[config.mk]
export PLATFORM = sky130hd
export DESIGN_NAME = quartic_map_escape_time_top
export DESIGN_NICKNAME = d
export VERILOG_FILES = /design/src/rtl/qmet_pkg.sv /design/src/rtl/qmet_mul.sv /design/src/rtl/qmet_dp.sv /design/src/rtl/qmet_seq.sv /design/src/rtl/quartic_map_escape_time_top.sv
export SDC_FILE = /design/constraint.sdc
export NUM_CORES = 2
export LEC_CHECK = 0
export BUFFER_PORTS_ARGS = -buffer_cell sky130_fd_sc_hd__buf_2
export CAP_MARGIN = 5
export CORE_MARGIN = 1.5
export CORE_UTILIZATION = 36
export CTS_CLUSTER_DIAMETER = 60
export DETAILED_ROUTE_END_ITERATION = 10
export PLACE_DENSITY = 0.56
export SLEW_MARGIN = 20
export SYNTH_ARGS = -nofsm -noshare
export SYNTH_HDL_FRONTEND = slang
export SYNTH_HIERARCHICAL = 1
export SYNTH_SLANG_ARGS = --single-unit
[constraint.sdc]
create_clock -name i_clk -period 18.29 [get_ports i_clk]
set_input_delay 0.9145 -clock i_clk [delete_from_list [all_inputs] [get_ports i_clk]]
set_output_delay 0.9145 -clock i_clk [all_outputs]
set_load 0.01 [all_outputs]
[src/rtl/qmet_pkg.sv]
// Shared types, constants and the microcode store for the quartic map escape-time engine.
// Used by every module of the block; depends on nothing.
package qmet_pkg;

    localparam int DATA_WIDTH = 32;
    localparam int FRAC_BITS  = 24;
    localparam int ITER_WIDTH = 16;
    localparam int COLOR_W    = 19;
    localparam int CFG_IDX_W  = 3;
    localparam int PC_W       = 6;

    localparam logic [DATA_WIDTH-1:0] VMAX = {1'b0, {(DATA_WIDTH-1){1'b1}}};
    localparam logic [DATA_WIDTH-1:0] VMIN = {1'b1, {(DATA_WIDTH-1){1'b0}}};

    // integer constant in fixed point, clipped to the positive limit
    function automatic logic [DATA_WIDTH-1:0] konst(input int unsigned k);
        logic [127:0] v;
        v = 128'(k) << FRAC_BITS;
        if (v > 128'(VMAX)) begin
            return VMAX;
        end
        return v[DATA_WIDTH-1:0];
    endfunction

    localparam logic [DATA_WIDTH-1:0] K_ONE     = konst(1);
    localparam logic [DATA_WIDTH-1:0] K_TWO     = konst(2);
    localparam logic [DATA_WIDTH-1:0] K_HUNDRED = konst(100);

    // register reset values
    localparam logic [DATA_WIDTH-1:0] RST_MULT_RE  = DATA_WIDTH'(-12370999);
    localparam logic [DATA_WIDTH-1:0] RST_MULT_IM  = DATA_WIDTH'(-11332842);
    localparam logic [DATA_WIDTH-1:0] RST_COEF_RE  = DATA_WIDTH'(16777216);
    localparam logic [DATA_WIDTH-1:0] RST_COEF_IM  = '0;
    localparam logic [ITER_WIDTH-1:0] RST_MAX_ITER = ITER_WIDTH'(50);

    typedef enum logic [CFG_IDX_W-1:0] {
        CFG_MULT_RE  = 3'd0,
        CFG_MULT_IM  = 3'd1,
        CFG_COEF_RE  = 3'd2,
        CFG_COEF_IM  = 3'd3,
        CFG_MAX_ITER = 3'd4
    } t_cfg_idx;

    // datapath operands; codes below N_WR are writable scratch registers
    typedef enum logic [4:0] {
        REG_P_RE = 5'd0,
        REG_P_IM = 5'd1,
        REG_T_RE = 5'd2,
        REG_T_IM = 5'd3,
        REG_D_RE = 5'd4,
        REG_K_RE = 5'd5,
        REG_U_RE = 5'd6,
        REG_U_IM = 5'd7,
        REG_M0   = 5'd8,
        REG_M1   = 5'd9,
        REG_M2   = 5'd10,
        REG_M3   = 5'd11,
        REG_M4   = 5'd12,
        REG_M5   = 5'd13,
        REG_M6   = 5'd14,
        REG_A_RE = 5'd15,
        REG_A_IM = 5'd16,
        REG_B_RE = 5'd17,
        REG_B_IM = 5'd18,
        REG_ONE  = 5'd19,
        REG_TWO  = 5'd20
    } t_reg;

    localparam int N_WR  = 15;
    localparam int N_REG = 21;

    typedef enum logic [2:0] {
        OP_NOP  = 3'd0,
        OP_MUL  = 3'd1,
        OP_ADD  = 3'd2,
        OP_SUB  = 3'd3,
        OP_NORM = 3'd4
    } t_op;

    typedef enum logic [1:0] {
        FL_NEXT = 2'd0,
        FL_TEST = 2'd1,
        FL_LOOP = 2'd2,
        FL_FIN  = 2'd3
    } t_flow;

    typedef struct packed {
        t_op              op;
        t_reg             a;
        t_reg             b;
        t_reg             dst;
        logic             tst;   // saturation belongs to the radius test
        logic             clr;   // clear saturation flags
        t_flow            flow;
        logic [PC_W-1:0]  target;
    } t_ctrl;

    typedef struct packed {
        logic outside;
        logic ssat;
    } t_dp_status;

    typedef struct packed {
        logic                  done;
        logic                  escaped;
        logic [COLOR_W-1:0]    color;
    } t_result;

    typedef struct packed {
        logic                  valid;
        t_reg                  dst;
        logic                  tst;
        logic                  sat;
        logic [DATA_WIDTH-1:0] value;
    } t_mul_wb;

    localparam logic [PC_W-1:0] LOOP_ADDR = PC_W'(0);
    localparam logic [PC_W-1:0] FIN_ADDR  = PC_W'(34);

    function automatic t_ctrl cw(input t_op op, input t_reg a, input t_reg b, input t_reg dst,
                                 input logic tst, input logic clr, input t_flow flow);
        t_ctrl w;
        w.op     = op;
        w.a      = a;
        w.b      = b;
        w.dst    = dst;
        w.tst    = tst;
        w.clr    = clr;
        w.flow   = flow;
        w.target = FIN_ADDR;
        return w;
    endfunction

    // Microprogram. Products are readable once they have passed the multiplier pipeline
    // and been written back, sums in the step after issue; the schedule below honors both.
    function automatic t_ctrl rom(input logic [PC_W-1:0] pc);
        t_ctrl w;
        unique case (pc)
            // radius test, plus per-step constants d.re and a.re - 2
            6'd0:  w = cw(OP_MUL,  REG_P_RE, REG_P_RE, REG_M0,   1'b1, 1'b1, FL_NEXT);
            6'd1:  w = cw(OP_MUL,  REG_P_IM, REG_P_IM, REG_M1,   1'b1, 1'b0, FL_NEXT);
            6'd2:  w = cw(OP_SUB,  REG_P_RE, REG_ONE,  REG_D_RE, 1'b0, 1'b0, FL_NEXT);
            6'd3:  w = cw(OP_SUB,  REG_A_RE, REG_TWO,  REG_K_RE, 1'b0, 1'b0, FL_NEXT);
            6'd4:  w = cw(OP_NORM, REG_M0,   REG_M1,   REG_M0,   1'b0, 1'b0, FL_NEXT);
            6'd5:  w = cw(OP_NOP,  REG_M0,   REG_M0,   REG_M0,   1'b0, 1'b0, FL_TEST);
            // t = b*p + a - 2, and d*d started alongside
            6'd6:  w = cw(OP_MUL,  REG_B_RE, REG_P_RE, REG_M0,   1'b0, 1'b0, FL_NEXT);
            6'd7:  w = cw(OP_MUL,  REG_B_IM, REG_P_IM, REG_M1,   1'b0, 1'b0, FL_NEXT);
            6'd8:  w = cw(OP_MUL,  REG_B_RE, REG_P_IM, REG_M2,   1'b0, 1'b0, FL_NEXT);
            6'd9:  w = cw(OP_MUL,  REG_B_IM, REG_P_RE, REG_M3,   1'b0, 1'b0, FL_NEXT);
            6'd10: w = cw(OP_MUL,  REG_D_RE, REG_D_RE, REG_M4,   1'b0, 1'b0, FL_NEXT);
            6'd11: w = cw(OP_MUL,  REG_P_IM, REG_P_IM, REG_M5,   1'b0, 1'b0, FL_NEXT);
            6'd12: w = cw(OP_MUL,  REG_D_RE, REG_P_IM, REG_M6,   1'b0, 1'b0, FL_NEXT);
            6'd13: w = cw(OP_SUB,  REG_M0,   REG_M1,   REG_T_RE, 1'b0, 1'b0, FL_NEXT);
            6'd14: w = cw(OP_ADD,  REG_M2,   REG_M3,   REG_T_IM, 1'b0, 1'b0, FL_NEXT);
            6'd15: w = cw(OP_ADD,  REG_T_RE, REG_K_RE, REG_T_RE, 1'b0, 1'b0, FL_NEXT);
            6'd16: w = cw(OP_ADD,  REG_T_IM, REG_A_IM, REG_T_IM, 1'b0, 1'b0, FL_NEXT);
            // t = t*p - 1, with u = d*d assembled alongside
            6'd17: w = cw(OP_MUL,  REG_T_RE, REG_P_RE, REG_M0,   1'b0, 1'b0, FL_NEXT);
            6'd18: w = cw(OP_MUL,  REG_T_IM, REG_P_IM, REG_M1,   1'b0, 1'b0, FL_NEXT);
            6'd19: w = cw(OP_MUL,  REG_T_RE, REG_P_IM, REG_M2,   1'b0, 1'b0, FL_NEXT);
            6'd20: w = cw(OP_MUL,  REG_T_IM, REG_P_RE, REG_M3,   1'b0, 1'b0, FL_NEXT);
            6'd21: w = cw(OP_SUB,  REG_M4,   REG_M5,   REG_U_RE, 1'b0, 1'b0, FL_NEXT);
            6'd22: w = cw(OP_ADD,  REG_M6,   REG_M6,   REG_U_IM, 1'b0, 1'b0, FL_NEXT);
            6'd23: w = cw(OP_SUB,  REG_M0,   REG_M1,   REG_T_RE, 1'b0, 1'b0, FL_NEXT);
            6'd24: w = cw(OP_ADD,  REG_M2,   REG_M3,   REG_T_IM, 1'b0, 1'b0, FL_NEXT);
            6'd25: w = cw(OP_SUB,  REG_T_RE, REG_ONE,  REG_T_RE, 1'b0, 1'b0, FL_NEXT);
            // p' = (d*d)*t + 1
            6'd26: w = cw(OP_MUL,  REG_U_RE, REG_T_RE, REG_M0,   1'b0, 1'b0, FL_NEXT);
            6'd27: w = cw(OP_MUL,  REG_U_IM, REG_T_IM, REG_M1,   1'b0, 1'b0, FL_NEXT);
            6'd28: w = cw(OP_MUL,  REG_U_RE, REG_T_IM, REG_M2,   1'b0, 1'b0, FL_NEXT);
            6'd29: w = cw(OP_MUL,  REG_U_IM, REG_T_RE, REG_M3,   1'b0, 1'b0, FL_NEXT);
            6'd30: w = cw(OP_SUB,  REG_M0,   REG_M1,   REG_P_RE, 1'b0, 1'b0, FL_NEXT);
            6'd31: w = cw(OP_ADD,  REG_P_RE, REG_ONE,  REG_P_RE, 1'b0, 1'b0, FL_NEXT);
            6'd32: w = cw(OP_ADD,  REG_M2,   REG_M3,   REG_P_IM, 1'b0, 1'b0, FL_NEXT);
            6'd33: w = cw(OP_NOP,  REG_M0,   REG_M0,   REG_M0,   1'b0, 1'b0, FL_LOOP);
            default: w = cw(OP_NOP, REG_M0,  REG_M0,   REG_M0,   1'b0, 1'b0, FL_FIN);
        endcase
        return w;
    endfunction

endpackage

[src/rtl/qmet_mul.sv]
// Three-stage saturating fixed-point multiplier: magnitudes, product, truncate and clip.
// Depends on qmet_pkg.
module qmet_mul
    import qmet_pkg::*;
(
    input  logic                  i_clk,
    input  logic                  i_rst_n,
    input  logic                  i_issue,
    input  logic [DATA_WIDTH-1:0] i_a,
    input  logic [DATA_WIDTH-1:0] i_b,
    input  t_reg                  i_dst,
    input  logic                  i_tst,
    output t_mul_wb               o_wb
);

    localparam int PW = 2 * DATA_WIDTH;
    localparam int RW = PW - FRAC_BITS;

    logic                  r_s1_valid, r_s2_valid;
    t_reg                  r_s1_dst, r_s2_dst;
    logic                  r_s1_tst, r_s2_tst, r_s1_neg, r_s2_neg;
    logic [DATA_WIDTH-1:0] r_mag_a, r_mag_b;
    logic [PW-1:0]         r_prod;

    logic [DATA_WIDTH-1:0] w_mag_a, w_mag_b;
    logic [RW-1:0]         w_r, w_lim;
    logic                  w_sat;

    assign w_mag_a = i_a[DATA_WIDTH-1] ? (~i_a) + DATA_WIDTH'(1) : i_a;
    assign w_mag_b = i_b[DATA_WIDTH-1] ? (~i_b) + DATA_WIDTH'(1) : i_b;

    always_ff @(posedge i_clk) begin
        if (!i_rst_n) begin
            r_s1_valid <= 1'b0;
            r_s2_valid <= 1'b0;
        end else begin
            r_s1_valid <= i_issue;
            r_s2_valid <= r_s1_valid;
        end
    end

    always_ff @(posedge i_clk) begin
        r_s1_dst <= i_dst;
        r_s1_tst <= i_tst;
        r_s1_neg <= i_a[DATA_WIDTH-1] ^ i_b[DATA_WIDTH-1];
        r_mag_a  <= w_mag_a;
        r_mag_b  <= w_mag_b;
        r_s2_dst <= r_s1_dst;
        r_s2_tst <= r_s1_tst;
        r_s2_neg <= r_s1_neg;
        r_prod   <= PW'(r_mag_a) * PW'(r_mag_b);
    end

    // magnitude truncated toward zero; negative side may reach one past VMAX
    assign w_r   = r_prod[PW-1:FRAC_BITS];
    assign w_lim = r_s2_neg ? RW'(VMAX) + RW'(1) : RW'(VMAX);
    assign w_sat = w_r > w_lim;

    always_comb begin
        o_wb.valid = r_s2_valid;
        o_wb.dst   = r_s2_dst;
        o_wb.tst   = r_s2_tst;
        o_wb.sat   = w_sat;
        if (w_sat) begin
            o_wb.value = r_s2_neg ? VMIN : VMAX;
        end else if (r_s2_neg) begin
            o_wb.value = (~w_r[DATA_WIDTH-1:0]) + DATA_WIDTH'(1);
        end else begin
            o_wb.value = w_r[DATA_WIDTH-1:0];
        end
    end

endmodule

[src/rtl/qmet_dp.sv]
// Datapath: scratch registers, saturating adder and the shared multiplier, driven by
// one control word per cycle. Depends on qmet_pkg and qmet_mul.
module qmet_dp
    import qmet_pkg::*;
(
    input  logic                  i_clk,
    input  logic                  i_rst_n,
    input  t_ctrl                 i_ctrl,
    input  logic                  i_load,
    input  logic [DATA_WIDTH-1:0] i_start_re,
    input  logic [DATA_WIDTH-1:0] i_start_im,
    input  logic [DATA_WIDTH-1:0] i_mult_re,
    input  logic [DATA_WIDTH-1:0] i_mult_im,
    input  logic [DATA_WIDTH-1:0] i_coef_re,
    input  logic [DATA_WIDTH-1:0] i_coef_im,
    output t_dp_status            o_status,
    output logic [DATA_WIDTH-1:0] o_p_re,
    output logic [DATA_WIDTH-1:0] o_p_im
);

    logic [DATA_WIDTH-1:0] r_rf [N_WR];
    logic                  r_ssat, r_tsat, r_outside;
    logic                  n_ssat, n_tsat;

    logic [DATA_WIDTH-1:0] w_src [N_REG];
    logic [DATA_WIDTH-1:0] w_a, w_b, w_alu;
    logic [DATA_WIDTH:0]   w_sum;
    logic                  w_ovf, w_alu_we, w_norm;
    t_mul_wb               w_wb;

    always_comb begin
        for (int i = 0; i < N_WR; i++) begin
            w_src[i] = r_rf[i];
        end
        w_src[REG_A_RE] = i_mult_re;
        w_src[REG_A_IM] = i_mult_im;
        w_src[REG_B_RE] = i_coef_re;
        w_src[REG_B_IM] = i_coef_im;
        w_src[REG_ONE]  = K_ONE;
        w_src[REG_TWO]  = K_TWO;
    end

    assign w_a = w_src[i_ctrl.a];
    assign w_b = w_src[i_ctrl.b];

    // saturating add/sub, one extra sign bit for overflow detect
    always_comb begin
        if (i_ctrl.op == OP_SUB) begin
            w_sum = {w_a[DATA_WIDTH-1], w_a} - {w_b[DATA_WIDTH-1], w_b};
        end else begin
            w_sum = {w_a[DATA_WIDTH-1], w_a} + {w_b[DATA_WIDTH-1], w_b};
        end
        w_ovf = w_sum[DATA_WIDTH] ^ w_sum[DATA_WIDTH-1];
        if (w_ovf) begin
            w_alu = w_sum[DATA_WIDTH] ? VMIN : VMAX;
        end else begin
            w_alu = w_sum[DATA_WIDTH-1:0];
        end
    end

    assign w_alu_we = (i_ctrl.op == OP_ADD) || (i_ctrl.op == OP_SUB);
    assign w_norm   = (i_ctrl.op == OP_NORM);

    qmet_mul u_mul (
        .i_clk   (i_clk),
        .i_rst_n (i_rst_n),
        .i_issue (i_ctrl.op == OP_MUL),
        .i_a     (w_a),
        .i_b     (w_b),
        .i_dst   (i_ctrl.dst),
        .i_tst   (i_ctrl.tst),
        .o_wb    (w_wb)
    );

    // microcode never targets one register from both ports in a cycle
    always_ff @(posedge i_clk) begin
        for (int i = 0; i < N_WR; i++) begin
            if (i_load && t_reg'(i) == REG_P_RE) begin
                r_rf[i] <= i_start_re;
            end
            if (i_load && t_reg'(i) == REG_P_IM) begin
                r_rf[i] <= i_start_im;
            end
            if (w_alu_we && i_ctrl.dst == t_reg'(i)) begin
                r_rf[i] <= w_alu;
            end
            if (w_wb.valid && w_wb.dst == t_reg'(i)) begin
                r_rf[i] <= w_wb.value;
            end
        end
    end

    always_comb begin
        n_ssat = (i_ctrl.clr ? 1'b0 : r_ssat) | (w_alu_we & w_ovf)
               | (w_wb.valid & ~w_wb.tst & w_wb.sat);
        n_tsat = (i_ctrl.clr ? 1'b0 : r_tsat) | (w_wb.valid & w_wb.tst & w_wb.sat);
    end

    always_ff @(posedge i_clk) begin
        if (!i_rst_n) begin
            r_ssat    <= 1'b0;
            r_tsat    <= 1'b0;
            r_outside <= 1'b0;
        end else begin
            r_ssat <= n_ssat;
            r_tsat <= n_tsat;
            if (w_norm) begin
                r_outside <= w_ovf | r_tsat | ($signed(w_alu) >= $signed(K_HUNDRED));
            end
        end
    end

    assign o_status.outside = r_outside;
    assign o_status.ssat    = r_ssat;
    assign o_p_re           = w_src[REG_P_RE];
    assign o_p_im           = w_src[REG_P_IM];

endmodule

[src/rtl/qmet_seq.sv]
// Microcode sequencer: step counter, iteration count, branch logic and result flags.
// Depends on qmet_pkg (control word layout and program store).
module qmet_seq
    import qmet_pkg::*;
(
    input  logic                  i_clk,
    input  logic                  i_rst_n,
    input  logic                  i_in_valid,
    input  logic                  i_opcode,
    input  logic [ITER_WIDTH-1:0] i_max_iter,
    input  logic                  i_out_free,
    input  t_dp_status            i_status,
    output logic                  o_in_ready,
    output logic                  o_load,
    output t_ctrl                 o_ctrl,
    output t_result               o_res
);

    typedef enum logic [1:0] {
        ST_IDLE = 2'b01,
        ST_RUN  = 2'b10
    } t_state;

    t_state                r_state, n_state;
    logic [PC_W-1:0]       r_pc, n_pc;
    logic [ITER_WIDTH-1:0] r_cnt, n_cnt;
    logic                  r_op, n_op;
    logic                  w_done, w_escaped;
    t_ctrl                 w_word;

    assign w_word = rom(r_pc);

    always_comb begin
        n_state = r_state;
        n_pc    = r_pc;
        n_cnt   = r_cnt;
        n_op    = r_op;
        w_done  = 1'b0;
        unique case (r_state)
            ST_IDLE: begin
                if (i_in_valid) begin
                    n_state = ST_RUN;
                    n_pc    = LOOP_ADDR;
                    n_cnt   = '0;
                    n_op    = i_opcode;
                end
            end
            ST_RUN: begin
                unique case (w_word.flow)
                    FL_NEXT: n_pc = r_pc + 1'b1;
                    FL_TEST: begin
                        if (!r_op && (r_cnt >= i_max_iter || i_status.outside)) begin
                            n_pc = w_word.target;
                        end else begin
                            n_pc = r_pc + 1'b1;
                        end
                    end
                    FL_LOOP: begin
                        n_cnt = r_cnt + 1'b1;
                        if (r_op || i_status.ssat) begin
                            n_pc = w_word.target;
                        end else begin
                            n_pc = LOOP_ADDR;
                        end
                    end
                    FL_FIN: begin
                        if (i_out_free) begin
                            w_done  = 1'b1;
                            n_state = ST_IDLE;
                        end
                    end
                    default: n_pc = r_pc;
                endcase
            end
            default: n_state = ST_IDLE;
        endcase
    end

    always_ff @(posedge i_clk) begin
        if (!i_rst_n) begin
            r_state <= ST_IDLE;
            r_pc    <= LOOP_ADDR;
            r_cnt   <= '0;
            r_op    <= 1'b0;
        end else begin
            r_state <= n_state;
            r_pc    <= n_pc;
            r_cnt   <= n_cnt;
            r_op    <= n_op;
        end
    end

    always_comb begin
        o_ctrl = w_word;
        if (r_state != ST_RUN) begin
            o_ctrl.op  = OP_NOP;
            o_ctrl.clr = 1'b0;
        end
    end

    assign o_in_ready = (r_state == ST_IDLE);
    assign o_load     = (r_state == ST_IDLE) && i_in_valid;

    // escaped iff stopped before the limit; color = 6 * count
    assign w_escaped   = !r_op && (r_cnt < i_max_iter);
    assign o_res.done    = w_done;
    assign o_res.escaped = w_escaped;
    assign o_res.color   = w_escaped
                         ? COLOR_W'({r_cnt, 2'b00}) + COLOR_W'({r_cnt, 1'b0})
                         : '0;

endmodule

[src/rtl/quartic_map_escape_time_top.sv]
// Top level of the quartic map escape-time engine: configuration registers, sequencer,
// datapath and the result register. Depends on qmet_pkg, qmet_seq and qmet_dp.
//
// Iterates p -> (p-1)^2 ((b p + a - 2) p - 1) + 1 on signed Q8.24 complex values with
// saturating arithmetic. Opcode 0 runs escape-time: before each step |p|^2 is checked
// against 100 (a saturated norm counts as outside), and a step that saturates anywhere
// ends the orbit as escaped unless the count has just reached max_iterations. The beat
// returns escaped and color_index = 6 * steps (both 0 when the limit is reached or
// max_iterations is 0). Opcode 1 takes one step and returns next_re/next_im; the unused
// fields of each opcode read 0. A 35-entry microprogram drives one three-stage pipelined
// 32x32 multiplier and one saturating adder; each map step runs 15 products and 14 sums,
// plus the radius test. The next input beat is accepted once the result sits in the
// output register, even if it has not been taken. Configuration writes take effect at
// once and are meant for idle periods only; writes to register indexes above four are
// dropped.
module quartic_map_escape_time_top
    import qmet_pkg::*;
(
    input  logic                  i_clk,
    input  logic                  i_rst_n,
    // configuration
    input  logic                  i_cfg_we,
    input  logic [CFG_IDX_W-1:0]  i_cfg_index,
    input  logic [DATA_WIDTH-1:0] i_cfg_data,
    // input beat
    input  logic                  i_in_valid,
    output logic                  o_in_ready,
    input  logic                  i_opcode,
    input  logic [DATA_WIDTH-1:0] i_start_re,
    input  logic [DATA_WIDTH-1:0] i_start_im,
    // result beat
    output logic                  o_out_valid,
    input  logic                  i_out_ready,
    output logic                  o_escaped,
    output logic [COLOR_W-1:0]    o_color_index,
    output logic [DATA_WIDTH-1:0] o_next_re,
    output logic [DATA_WIDTH-1:0] o_next_im
);

    logic [DATA_WIDTH-1:0] r_mult_re, r_mult_im, r_coef_re, r_coef_im;
    logic [ITER_WIDTH-1:0] r_max_iter;

    logic                  r_out_valid;
    logic                  r_escaped;
    logic [COLOR_W-1:0]    r_color;
    logic [DATA_WIDTH-1:0] r_next_re, r_next_im;

    logic                  w_out_free, w_load;
    t_ctrl                 w_ctrl;
    t_result               w_res;
    t_dp_status            w_status;
    logic [DATA_WIDTH-1:0] w_p_re, w_p_im;
    logic                  r_op_is_step;

    // configuration register bank
    always_ff @(posedge i_clk) begin
        if (!i_rst_n) begin
            r_mult_re  <= RST_MULT_RE;
            r_mult_im  <= RST_MULT_IM;
            r_coef_re  <= RST_COEF_RE;
            r_coef_im  <= RST_COEF_IM;
            r_max_iter <= RST_MAX_ITER;
        end else if (i_cfg_we) begin
            unique case (i_cfg_index)
                CFG_MULT_RE:  r_mult_re  <= i_cfg_data;
                CFG_MULT_IM:  r_mult_im  <= i_cfg_data;
                CFG_COEF_RE:  r_coef_re  <= i_cfg_data;
                CFG_COEF_IM:  r_coef_im  <= i_cfg_data;
                CFG_MAX_ITER: r_max_iter <= i_cfg_data[ITER_WIDTH-1:0];
                default: ;
            endcase
        end
    end

    // output register frees up in the same cycle its beat is taken
    assign w_out_free = !r_out_valid || i_out_ready;

    qmet_seq u_seq (
        .i_clk      (i_clk),
        .i_rst_n    (i_rst_n),
        .i_in_valid (i_in_valid),
        .i_opcode   (i_opcode),
        .i_max_iter (r_max_iter),
        .i_out_free (w_out_free),
        .i_status   (w_status),
        .o_in_ready (o_in_ready),
        .o_load     (w_load),
        .o_ctrl     (w_ctrl),
        .o_res      (w_res)
    );

    qmet_dp u_dp (
        .i_clk      (i_clk),
        .i_rst_n    (i_rst_n),
        .i_ctrl     (w_ctrl),
        .i_load     (w_load),
        .i_start_re (i_start_re),
        .i_start_im (i_start_im),
        .i_mult_re  (r_mult_re),
        .i_mult_im  (r_mult_im),
        .i_coef_re  (r_coef_re),
        .i_coef_im  (r_coef_im),
        .o_status   (w_status),
        .o_p_re     (w_p_re),
        .o_p_im     (w_p_im)
    );

    // opcode of the item in flight, for steering the point onto the result
    always_ff @(posedge i_clk) begin
        if (w_load) begin
            r_op_is_step <= i_opcode;
        end
    end

    always_ff @(posedge i_clk) begin
        if (!i_rst_n) begin
            r_out_valid <= 1'b0;
        end else if (w_res.done) begin
            r_out_valid <= 1'b1;
        end else if (i_out_ready) begin
            r_out_valid <= 1'b0;
        end
    end

    always_ff @(posedge i_clk) begin
        if (w_res.done) begin
            r_escaped <= w_res.escaped;
            r_color   <= w_res.color;
            r_next_re <= r_op_is_step ? w_p_re : '0;
            r_next_im <= r_op_is_step ? w_p_im : '0;
        end
    end

    assign o_out_valid   = r_out_valid;
    assign o_escaped     = r_escaped;
    assign o_color_index = r_color;
    assign o_next_re     = r_next_re;
    assign o_next_im     = r_next_im;

endmodule
After elaboration in Yosys (flattened, before gate mapping):

Memories as Yosys holds them, arrays and structs flattened. A register that Yosys moved wholly into a read port is not among the register bits.
Index checks and enable logic that the tools add are counted.

* bits in registers: 402
* RAM bits: 480
* ROM bits: 1344
* input port bits: 105
* memories kept: 2

Memories
* (no name shown): words 64, width 21, read ports 1, clocked after memory_dff 1, wr ports 0, line qmet_pkg.sv:138 `unique case (pc)`
* u_dp.r_rf: words 15, width 32, read ports 15, clocked after memory_dff 0, wr ports 15, line qmet_dp.sv:21 `logic [DATA_WIDTH-1:0] r_rf [N_WR];`

* add/subtract/negate cells: 8
* $mul: 1
* $lt $le $gt $ge: 6
* equality and inequality tests: 47
* mux-type cells: 117
* bitwise gates (word level): 35
* reduce and logical (&&, ||, !) cells: 54

Operators with widths (number)
* 32-bit two-way mux: 27
* 32-bit binary-select mux with 5-bit select: 2
* 32-bit by 1-bit adder with 32-bit output (second input constant): 3
* 32-bit inverter: 3
* 5-bit by 4-bit equality test with 1-bit output (second input constant): 14
* 1-bit two-way mux: 70
* 32-bit by 32-bit multiplier with 64-bit output: 1
* 31-bit two-way mux: 2
* 5-bit by 3-bit equality test with 1-bit output (second input constant): 8
* 40-bit by 32-bit greater-than comparator with 1-bit output: 1
* 32-bit by 32-bit adder with 33-bit output: 1
* 1-bit logical AND: 33
* 33-bit two-way mux: 1
* 32-bit by 32-bit subtractor with 33-bit output: 1
* 32-bit >= comparator (second input constant): 1
* 16-bit two-way mux: 2
* 16-bit case mux with 2 select lines: 1
* 6-bit two-way mux: 5
* 1-bit bitwise OR: 22
* 5-bit by 2-bit equality test with 1-bit output (second input constant): 4
* 18-bit by 17-bit adder with 19-bit output: 1
* 6-bit case mux with 3 select lines: 1
* 16-bit by 1-bit adder with 16-bit output (second input constant): 1
* 16-bit >= comparator: 1
* other kinds (28): 62

Longest topological paths before layout:

* depth in word-level cells: 10
* mapped depth: 36
* gate-level depth less buffers: 26

By module:

The synthesis kept the hierarchy.

By module, submodules not included
* qmet_mul: instances 1, cells an instance 4305, area an instance 38802.2 um2, sequential area each 2402.3 um2
* qmet_dp: instances 1, cells an instance 3167, area an instance 34374.2 um2, sequential area each 14473.9 um2
* quartic_map_escape_time_top: instances 1, cells an instance 695, area an instance 8520.7 um2, sequential area each 5455.2 um2
* qmet_seq: instances 1, cells an instance 534, area an instance 4245.3 um2, sequential area each 920.9 um2

Worst setup path before layout:

Ideal clock, no wire load.

* path type: register to register
* from: register u_seq/w_word[16] (netlist name)
* to: memory u_dp.r_rf[1][9], in the netlist u_dp/r_rf[0][41], data pin
* library setup time: 272 ps
* data arrival time: 7456 ps
* data required time: 18018 ps
* setup slack: 10562 ps
* cell stages (with the launch flop): 36
* path buffers: 12
* period minus slack after synthesis: 7728 ps
* cells stage by stage: dfxtp_1 -> buf_4 -> buf_2 -> buf_6 -> buf_6 -> buf_6 -> buf_2 -> buf_1 -> mux4_2 -> mux4_2 -> nor2b_4 -> a21oi_2 -> nand3_2 -> or4_1 -> buf_2 -> o31ai_1 -> xor2_1 -> ha_1 -> clkbuf_1 -> nand2_1 -> o21a_1 -> o22ai_1 -> nor3_1 -> a21oi_1 -> a221oi_1 -> o21ai_0 -> a21o_1 -> a21o_1 -> xor2_1 -> ha_1 -> clkbuf_1 -> clkinv_1 -> clkbuf_1 -> nand2_1 -> clkbuf_1 -> a31oi_1

RTL lines (line)
* to (decl): qmet_dp.sv:21

==> flow_summary.ini <==
[drt]
drtPass1Iterations = 7
wl_per_cell_um = 26.36
wl_met3_um = 23810
top_layer = met5
wl_met2_um = 142700
antenna_left = 0
drc = 0
wirelength_um = 306800
drt_iter0_markers = 6761
met1_length_um = 119500
via_per_inst = 5.712
dr_total_vias = 66490

[clocking]
hold_buffers = 0
numCtsBuffers = 101
cts.path.max_buffers = 3
post_cts_resized = 0
h-tree-depth = 3
cts-root-buf = clkbuf_16
cts_tree = done
clk-insertion-delay-late_ns = 0.78
clk_pin_slew_ns = 0.07
clkSinkCount = 879
postCtsSetupRepairBufs = 0

[critical_path]
required_ns = 18.75
arrival_ns = 11.69
crit_top_cell = buf_4
end_kind = flop
cpMaxStageDelayCell = buf_4
start_kind = flop
critical_path_class = flop to flop
slowest_delay_ns = 0.86
cp_max_fo = 94

[final_layout]
fin_area_um2 = 92210
area_growth_pct = 7.374
nets = 9776
drive_above_1_share = 0.1148

[place]
post-dp-hpwl_um = 218900
routabilityCongestion = 0.9707
port_buffers = 190
dpl_cell_area_um2 = 88920

[outcome]
status = finished, final reports clean

[global_route]
grt_overflow_total = 0
grt_pass1_wl_um = 454900
grt_use_total = 0.2519
grt_pass1_vias = 68630
grt_max_degree = 112
antenna_found_initial = 23

[timing]
maxSlewHeadroom = 0.1716
fin_crit_ns = 11.23
finalCritPeriodShare = 0.6140
max_freq_mhz = 89.05
drv_slew = 0
rsz0062_at_grt = no
setup_violations = 0
timing_hold_violations_final = 0
setup_tns_ns = 0
tightest_slew_ns = 1.243
skew_ns = 0.06205

[job]
maxCapViolations = 0

[die]
die_y_um = 491.4
die_w_um = 491.4
rows = 179
start_util = 0.3614
die_area_um2 = 241500
io_pins = 191
core_um2 = 237600

[logic_synthesis]
avgSynthCellArea_um2 = 9.880
ys_warn_count = 6
mappedNetlistArea_um2 = 85880
synth_cells = 8692

[worst_hold_path]
hold_path_class = flop to flop
state kept, by name, indices dropped and copies added, names as in the netlist, 2 cells and up:
signal / cells
o_next_im: 32
o_next_re: 32
u_dp/u_mul/r_prod: 40
r_max_iter: 16
r_coef_re: 32
u_dp/r_rf: 480
u_dp/u_mul/r_mag_b: 32
u_dp/u_mul/r_s1_dst: 5
r_mult_re: 32
u_dp/u_mul/r_mag_a: 32
u_seq/r_pc: 6
u_dp/u_mul/r_s2_dst: 5
o_color_index: 19
r_mult_im: 32
u_seq/r_cnt: 16
u_seq/r_state: 2
r_coef_im: 32
u_seq/w_word: 21
worst max-delay path: cells and delay by family, from the launching register on:
family          cells  cell delay, ns
flops               1            0.79
fa+ha+maj           2            1.00
xor+xnor            2            0.33
compound gates     12            2.75
mux                 1            0.39
simple gates        6            1.55
buf+inv             5            3.69
stage by stage:
step	hold slack, ns	setup WS [ns]	util	instances
floorplan	0.3096	10.56	-	8693
CTS	0.3274	7.323	0.3878	11630
global route	0.3377	6.660	0.3880	11630
finish	0.3167	7.061	0.3881	11640
detailed placement	0.3171	7.344	0.3742	11450
global placement	0.3128	7.352	0.3741	11450
final cells by class:
| class | count | area [um2] |
|---|---|---|
| Clock inverter | 51 | 434.2 |
| Sequential cell | 879 | 23310 |
| Multi-Input combinational cell | 6015 | 55540 |
| Timing Repair Buffer | 358 | 2263 |
| Tap cell | 3167 | 3963 |
| Inverter | 1033 | 3877 |
| Antenna cell | 7 | 17.52 |
| Fill cell | 23230 | 145400 |
| Clock buffer | 130 | 2801 |
cells in the final DEF, fill, tap and decap left out, types with 51 or more instances in the layout:
cell type / n
buf_4: 165
a21oi_1: 251
nand3_1: 67
buf_2: 189
nand4_1: 53
xnor2_1: 139
inv_1: 1025
a21o_1: 59
and2_1: 677
nor2_1: 616
edfxtp_1: 565
ha_1: 386
nand2_1: 792
clkbuf_16: 105
a31oi_1: 468
o21ai_0: 207
dfxtp_1: 274
or3_1: 81
mux2i_1: 259
o22ai_1: 51
nor2b_1: 88
mux4_2: 263
nor3_1: 61
fa_1: 897
per-layer routing:
layer / vias to the layer above / track usage
met3: 638 / 0.03523
met5: - / 0
li1: 28730 / -
met2: 3040 / 0.4081
met1: 34090 / 0.3202
met4: 2 / 0.1497
path summary, 6_finish.rpt:
check                                       startpoint                endpoint  slack, ns  cells after the start
worst max-delay path                  u_seq/w_word[16]       u_dp/r_rf[0][219]       7.06                     28
worst min register to register  u_dp/u_mul/r_s1_dst[3]  u_dp/u_mul/r_s2_dst[3]       0.32                      0
worst max register to register        u_seq/w_word[16]       u_dp/r_rf[0][219]       7.06                     28
worst min-delay path            u_dp/u_mul/r_s1_dst[3]  u_dp/u_mul/r_s2_dst[3]       0.32                      0
Power is not shown: default switching activity piles up to over one toggle a cycle in this logic, so the estimate is an artifact.
